[config.mk]
export PLATFORM = sky130hd
export DESIGN_NAME = gci_cell
export DESIGN_NICKNAME = d
export VERILOG_FILES = /design/src/rtl/core/gci_pkg.sv /design/src/rtl/core/gci_cell.sv
export SDC_FILE = /design/constraint.sdc
export NUM_CORES = 2
export LEC_CHECK = 0
export BUFFER_PORTS_ARGS = -buffer_cell sky130_fd_sc_hd__buf_2
export CORE_ASPECT_RATIO = 0.75
export CORE_MARGIN = 1.5
export CORE_UTILIZATION = 60
export CTS_BUF_LIST = sky130_fd_sc_hd__clkbuf_4 sky130_fd_sc_hd__clkbuf_8
export CTS_CLUSTER_DIAMETER = 120
export DETAILED_ROUTE_END_ITERATION = 8
export PLACE_DENSITY = 0.91
export SKIP_LAST_GASP = 1
export SLEW_MARGIN = 40
export SYNTH_ARGS = -nofsm -noshare
export SYNTH_HDL_FRONTEND = slang
export SYNTH_SLANG_ARGS = --single-unit
[constraint.sdc]
create_clock -name clock -period 18.3 [get_ports clock]
set_input_delay 0 -clock clock [delete_from_list [all_inputs] [get_ports clock]]
set_output_delay 0 -clock clock [all_outputs]
set_load 0.1 [all_outputs]
[src/rtl/core/gci_pkg.sv]
// Types and constants shared by the gilbert curve index-to-xy core.
// No dependencies.
package gci_pkg;
   localparam int unsigned IDX_W = 24;
   localparam int unsigned REG_W = 13;
   localparam int unsigned CRD_W = 12;
   localparam int unsigned VW    = 16;
   localparam int unsigned SUM_W = 26;
   localparam logic CSR_WIDTH  = 1'b0;
   localparam logic CSR_HEIGHT = 1'b1;

   typedef struct packed {
      logic signed [VW-1:0]   ax;
      logic signed [VW-1:0]   ay;
      logic signed [VW-1:0]   bx;
      logic signed [VW-1:0]   by;
      logic signed [VW-1:0]   x;
      logic signed [VW-1:0]   y;
      logic        [SUM_W-1:0] rem;
      logic                   done;
      logic                   oor;
   } walk_type;
endpackage

[src/rtl/core/gci_cell.sv]
// One level of the curve descent, registered.
// Depends on gci_pkg.
module gci_cell (
   input  logic              clock,
   input  logic              enable,
   input  gci_pkg::walk_type walk_in,
   output gci_pkg::walk_type walk_out
);
   import gci_pkg::*;

   walk_type nx_in, nx_ff;

   function automatic logic signed [VW-1:0] sg(input logic signed [VW-1:0] v);
      sg = (v > 0) ? VW'(1) : ((v == 0) ? VW'(0) : -VW'(1));
   endfunction

   function automatic logic signed [VW-1:0] ab(input logic signed [VW-1:0] v);
      ab = v[VW-1] ? -v : v;
   endfunction

   always_comb begin
      logic signed [VW-1:0] maj, mnr, dax, day, dbx, dby, ax2, ay2, bx2, by2;
      logic signed [VW-1:0] m2, n2;
      logic signed [2*VW-1:0] p;
      logic [SUM_W-1:0] part, part2;
      logic signed [VW-1:0] di;
      nx_in = walk_in;
      maj = ab(walk_in.ax + walk_in.ay);
      mnr = ab(walk_in.bx + walk_in.by);
      dax = sg(walk_in.ax); day = sg(walk_in.ay);
      dbx = sg(walk_in.bx); dby = sg(walk_in.by);
      di  = VW'(walk_in.rem);
      ax2 = walk_in.ax >>> 1; ay2 = walk_in.ay >>> 1;
      bx2 = walk_in.bx >>> 1; by2 = walk_in.by >>> 1;
      m2  = ab(ax2 + ay2);
      n2  = ab(bx2 + by2);
      part = '0; part2 = '0; p = '0;
      if (walk_in.done) begin
      end else if (mnr == VW'(1)) begin
         nx_in.x = walk_in.x + dax * di;
         nx_in.y = walk_in.y + day * di;
         nx_in.done = 1'b1;
      end else if (maj == VW'(1)) begin
         nx_in.x = walk_in.x + dbx * di;
         nx_in.y = walk_in.y + dby * di;
         nx_in.done = 1'b1;
      end else if ((maj <<< 1) > (mnr + (mnr <<< 1))) begin
         if (m2[0] && maj > VW'(2)) begin
            ax2 = ax2 + dax; ay2 = ay2 + day;
         end
         p = (ax2 + ay2) * (walk_in.bx + walk_in.by);
         part = SUM_W'(p[2*VW-1] ? -p : p);
         if (walk_in.rem < part) begin
            nx_in.ax = ax2; nx_in.ay = ay2;
         end else begin
            nx_in.rem = walk_in.rem - part;
            nx_in.x = walk_in.x + ax2; nx_in.y = walk_in.y + ay2;
            nx_in.ax = walk_in.ax - ax2; nx_in.ay = walk_in.ay - ay2;
         end
      end else begin
         if (n2[0] && mnr > VW'(2)) begin
            bx2 = bx2 + dbx; by2 = by2 + dby;
         end
         p = (bx2 + by2) * (ax2 + ay2);
         part = SUM_W'(p[2*VW-1] ? -p : p);
         p = (walk_in.ax + walk_in.ay) * ((walk_in.bx - bx2) + (walk_in.by - by2));
         part2 = SUM_W'(p[2*VW-1] ? -p : p);
         if (walk_in.rem < part) begin
            nx_in.ax = bx2; nx_in.ay = by2; nx_in.bx = ax2; nx_in.by = ay2;
         end else if (walk_in.rem - part < part2) begin
            nx_in.rem = walk_in.rem - part;
            nx_in.x = walk_in.x + bx2; nx_in.y = walk_in.y + by2;
            nx_in.bx = walk_in.bx - bx2; nx_in.by = walk_in.by - by2;
         end else begin
            nx_in.rem = walk_in.rem - part - part2;
            nx_in.x = walk_in.x + (walk_in.ax - dax) + (bx2 - dbx);
            nx_in.y = walk_in.y + (walk_in.ay - day) + (by2 - dby);
            nx_in.ax = -bx2; nx_in.ay = -by2;
            nx_in.bx = -(walk_in.ax - ax2); nx_in.by = -(walk_in.ay - ay2);
         end
      end
   end

   always_ff @(posedge clock) begin
      if (enable) begin
         nx_ff <= nx_in;
      end
   end

   assign walk_out = nx_ff;
endmodule

# Yosys cells after proc, flatten, opt, wreduce, memory -nomap -nowiden
# Index checks and enable logic that the tools add are counted.
[word_totals]
regBits = 124
latch_bits = 0
ram_bits = 0
romBits = 0
in_bits = 126
output_inout_bits = 124
wordCells = 141
mem_count = 0
[op_classes]
n_addsub = 53
multipliers = 7
div = 0
order_cmp = 10
eq_ne = 2
shift = 0
n_mux = 53
n_bitwise = 0
n_reduce_logical = 7
[ops]
columns = ["cell", "n"]
rows = [
  ["16-bit 2-to-1 mux", 30],
  ["16-bit adder", 15],
  ["32-bit 2-to-1 mux", 6],
  ["64-bit 2-to-1 mux", 3],
  ["58-bit 2-to-1 mux", 3],
  ["26-bit 2-to-1 mux", 5],
  ["32-bit zero test", 4],
  ["16-bit subtractor", 8],
  ["123-bit 2-to-1 mux", 1],
  ["16-bit negation", 6],
  ["90-bit 2-to-1 mux", 1],
  ["26-bit less-than comparator", 3],
  ["26-bit negation", 3],
  ["26-bit subtractor", 3],
  ["16-bit by 16-bit adder with 17-bit output", 4],
  ["15-bit by 16-bit adder with 16-bit output", 4],
  ["16-bit by 1-bit > comparator with 1-bit output, second input constant", 4],
  ["16-bit by 16-bit multiplier with 16-bit output", 4],
  ["15-bit by 15-bit adder with 16-bit output", 3],
  ["16-bit by 16-bit subtractor with 17-bit output", 2],
  ["16-bit by 2-bit equality test with 1-bit output, second input constant", 2],
  ["16-bit by 3-bit > comparator with 1-bit output, second input constant", 2],
  ["17-bit by 16-bit multiplier with 32-bit output", 1],
  ["17-bit by 17-bit multiplier with 32-bit output", 1],
  ["other kinds (8)", 14],
]

# Longest topological paths before layout
[depth]
ltp_word = 22
mapped_depth = 104
mapped_depth_nobuf = 94

# Worst setup path after synthesis
# OpenSTA, ideal clock, no wires.
[synth_timing]
path_type = "input-to-reg"
startpoint = "in walk_in[60] in the netlist's numbering"
endpoint = "reg nx_ff, in the netlist walk_out[75] (data pin)"
setup_ns = 0.273
arrival_ns = 19.741
t_required_ns = 18.027
slack_ns = -1.714
cell_stages = 98
path_buffers = 10
path_cell_list = "ha_1 inv_1 fa_1 nand2b_1 a21oi_1 xor2_1 nor4_1 or3b_1 or4_4 o21ai_0 xor2_1 ha_1 nand3_1 nor2_1 nand2_1 or3_1 o22ai_2 nor3_4 (+62 left out) a21oi_1 o21ai_0 a21oi_1 o21a_1 o311a_1 a211o_1 a31oi_1 a41o_1 o2111a_1 o21ai_0 nand2b_1 clkbuf_1 clkbuf_1 clkbuf_1 clkbuf_1 o21ai_0 o211ai_1 a31oi_1"
[synth_lines]
columns = ["element", "line_no", "rtl"]
rows = [
  ["start: declaration", "gci_cell.sv:6", "input gci_pkg::walk_type walk_in,"],
  ["end signal: assignment", "gci_cell.sv:86", "nx_ff <= nx_in;"],
  ["end: declaration", "gci_cell.sv:11", "walk_type nx_in, nx_ff;"],
]

==> metrics.log <==
INFO  metric clk_transition_reported_paths = 100 ps
INFO  metric synth-edff-count = 124
INFO  metric maxSlewViolCount = 0
INFO  metric worstSetupEndpoint = walk_out[23]$_DFFE_PP_
INFO  metric via_count_of_the_first_global_routing_pass = 77210
INFO  metric crit_arrival = 18780 ps
INFO  metric drt_first_iter_violations = 10040
INFO  metric fp-row-count = 112
INFO  metric grt_start_max_net_pins = 66
INFO  metric ys.warnings.count = 0
INFO  metric ys_types = 96
INFO  metric route.antenna.remaining_nets = 0
INFO  metric final_nets = 12680
INFO  metric critPathLaunch = walk_in[60]
INFO  metric synth_area_leaders = sky130_fd_sc_hd__fa_1 33%, sky130_fd_sc_hd__ha_1 16%, sky130_fd_sc_hd__inv_1 9.2%
INFO  metric floorplan.io_pins = 250
INFO  metric cts_root_buf = sky130_fd_sc_hd__clkbuf_8
INFO  metric fmaxAchievable = 54.66 MHz
INFO  metric critPathCaptureType = flop
INFO  metric grt_antenna_before_repair = 52
INFO  metric dieHeight = 310.8 um
INFO  metric effective_utilization_at_floorplan = 60.71%
INFO  metric grt.overflow.total = 0
INFO  metric die_w = 413.4 um
INFO  metric required = 18780 ps
INFO  metric via_count = 75250
INFO  metric worst-setup-path-type = input pin to flop
INFO  metric synth.most_common_cell = sky130_fd_sc_hd__inv_1
INFO  metric timing.hold.ws = 43.24 ps
INFO  metric drcViolationCount = 359
INFO  metric normalized_max_slew_margin = 38.05%
INFO  metric design.die.area = 128500 um2
INFO  metric cp_common_cell = sky130_fd_sc_hd__buf_4
INFO  metric crit_path_start_kind = input pin
INFO  metric placement.io_buffers = 249
INFO  metric viasPerCell = 6.249
INFO  metric outcome = finished, violations left
INFO  metric drt_pass1_iterations = 9
INFO  metric min_period = 18290 ps
INFO  metric grt_first_pass_wirelength = 457800 um
INFO  metric synth-async-reset-ratio = 0%
INFO  metric violated_checks = DRC
INFO  metric timing_hold_violations_final = 0
INFO  metric setup_viol = 0
INFO  metric synth_area_leader = sky130_fd_sc_hd__fa_1
INFO  metric cpMaxStageDelayCell = sky130_fd_sc_hd__a2111o_1
INFO  metric gr-usage-all-layers = 47.71%
INFO  metric core_area = 124900 um2
INFO  metric number_of_flip_flops_under_the_largest_register_name = 124
INFO  metric postRouteWirelength = 311500 um
INFO  metric holdCritPathClass = input pin to flop
INFO  metric drv_cap = 0
INFO  metric hpwlAfterDp = 256800 um
INFO  metric cts.path.max_buffers = 2
INFO  metric layout-area-overhead-vs-synth = 19.24%
INFO  metric clkSinkCount = 124
INFO  metric standard_cell_area_after_detailed_placement = 87130 um2
INFO  metric critical_path.max_fanout = 11
INFO  metric postSynthCellCount = 9095
INFO  metric wl_per_cell = 25.87 um
INFO  metric synth_seq_cells = 124
INFO  metric synth_top_area_share = 32.70%
INFO  metric finalWeightedCongestion = 1.136
INFO  metric crit_path_max_incr_delay = 600 ps
INFO  metric layout-drive-gt1-share = 17.35%
INFO  metric timing.final.crit_share = 99.97%
INFO  metric sequential_cell_area_fraction_in_the_yosys_report = 4.912%
INFO  metric fin_area = 90380 um2
INFO  metric number_of_h_tree_levels = 4
INFO  metric mappedNetlistNets = 11430
INFO  metric slew_at_the_pin_closest_to_its_max_slew_limit = 929.3 ps
INFO  metric post_synth_instance_area = 75800 um2
INFO  metric cts_tree = yes
INFO  metric grt_setup_unrepaired = yes
INFO  metric cts_buffers = 17
INFO  metric predominant_post_synthesis_flop_cell = sky130_fd_sc_hd__edfxtp_1
INFO  metric avgSynthCellArea = 8.334 um2
INFO  metric synth_top_cells_by_count = 1867 x sky130_fd_sc_hd__inv_1, 1238 x sky130_fd_sc_hd__fa_1, 973 x sky130_fd_sc_hd__ha_1, 865 x sky130_fd_sc_hd__nand2_1, 627 x sky130_fd_sc_hd__nor2_1
==> final cells by class <==
type	count	area, um2
multi-input combinational	6832	65560
fill	9045	34480
timing repair buffer	1495	11540
inverter	1871	7023
sequential	124	3724
tap	1653	2068
clock buffer	17	234.0
clock inverter	15	151.4
antenna	34	85.08
==> metrics by stage <==
step | worst slack (ps) | TNS (ps) | instances | utilization [%]
global route | -518.4 | -39550 | 12020 | 72.34
CTS | 4.635 | 0 | 11950 | 70.98
floorplan | -6.350 | -13.58 | 9095 | -
finish | 5.286 | 0 | 12040 | 72.39
detailed placement | -1305 | -114840 | 11820 | 69.79
global placement | -531.5 | -39830 | 11820 | 69.69
==> per-layer routing <==
metal | vias to the layer above | wire length (um) | share of wire (%) | global-route usage [%]
li1 | 31640 | - | - | -
met1 | 35790 | 106600 | 34 | 57.84
met2 | 5956 | 122300 | 39 | 65.63
met3 | 1816 | 53690 | 17 | 24.08
met4 | 46 | 28180 | 9.0 | 32.29
met5 | - | 719 | 0.23 | 0.8621
==> layout by cell type, fill, tap and decap left out, types with 35 or more instances in the layout <==
cell | netlist | routed
sky130_fd_sc_hd__a211oi_1 | 61 | 54
sky130_fd_sc_hd__a21o_1 | 100 | 99
sky130_fd_sc_hd__a21oi_1 | 507 | 465
sky130_fd_sc_hd__a21oi_2 | 0 | 41
sky130_fd_sc_hd__a31oi_1 | 52 | 47
sky130_fd_sc_hd__and2_1 | 176 | 174
sky130_fd_sc_hd__buf_12 | 0 | 37
sky130_fd_sc_hd__buf_2 | 9 | 246
sky130_fd_sc_hd__buf_4 | 0 | 1106
sky130_fd_sc_hd__dlygate4sd3_1 | 0 | 65
sky130_fd_sc_hd__edfxtp_1 | 124 | 124
sky130_fd_sc_hd__fa_1 | 1238 | 1225
sky130_fd_sc_hd__ha_1 | 973 | 960
sky130_fd_sc_hd__inv_1 | 1867 | 1853
sky130_fd_sc_hd__mux2i_1 | 40 | 36
sky130_fd_sc_hd__nand2_1 | 865 | 853
sky130_fd_sc_hd__nand2b_1 | 57 | 55
sky130_fd_sc_hd__nand3_1 | 87 | 85
sky130_fd_sc_hd__nor2_1 | 627 | 616
sky130_fd_sc_hd__nor2b_1 | 76 | 73
sky130_fd_sc_hd__nor3_1 | 97 | 90
sky130_fd_sc_hd__o211ai_1 | 41 | 41
sky130_fd_sc_hd__o21a_1 | 35 | 35
sky130_fd_sc_hd__o21ai_0 | 396 | 332
sky130_fd_sc_hd__o21ai_1 | 9 | 48
sky130_fd_sc_hd__o21bai_1 | 133 | 133
sky130_fd_sc_hd__o22ai_1 | 44 | 44
sky130_fd_sc_hd__or3_1 | 72 | 68
sky130_fd_sc_hd__xnor2_1 | 521 | 488
sky130_fd_sc_hd__xor2_1 | 172 | 157
==> how the worst min path moves through the flow <==
stage	start	end	slack, ps	cells past startpoint
3_3_place_gp	walk_in[0]	walk_out[0]$_DFFE_PP_	180	1
4_1_cts	walk_in[107]	walk_out[75]$_DFFE_PP_	7	3
5_1_grt	walk_in[23]	walk_out[23]$_DFFE_PP_	30	4
6_report	walk_in[45]	walk_out[45]$_DFFE_PP_	40	3
3_5_place_dp	walk_in[0]	walk_out[0]$_DFFE_PP_	180	1
2_1_floorplan	walk_in[0]	walk_out[0]$_DFFE_PP_	100	0
==> logic make-up after synthesis <==
kind of cell / share of synthesized area, %
AO/OA/AOI/OAI: 13.35
XOR/XNOR: 8.120
adder cells (fa/ha/maj): 48.84
buffers and inverters: 10.62
flip-flops: 4.912
multiplexers: 0.7725
AND/OR/NAND/NOR: 13.39
==> what timing repair did <==
item	4_1_cts	5_1_grt
setup endpoints to repair	122	122
setup buffers	28	54
hold buffers	65	0
endpoints found under the hold margin	125	0
cloned	3	8
pin swaps	43	162
gates resized for setup	49	293
==> worst max-delay path, delay by kind of cell <==
family	cells	cell delay, ps
AO/OA/AOI/OAI	29	6130
XOR/XNOR	4	620
adder cells (fa/ha/maj)	15	5460
buffers and inverters	28	3330
AND/OR/NAND/NOR	19	3170
Power is not shown: default switching activity piles up to over one toggle a cycle in this logic, so the estimate is an artifact.
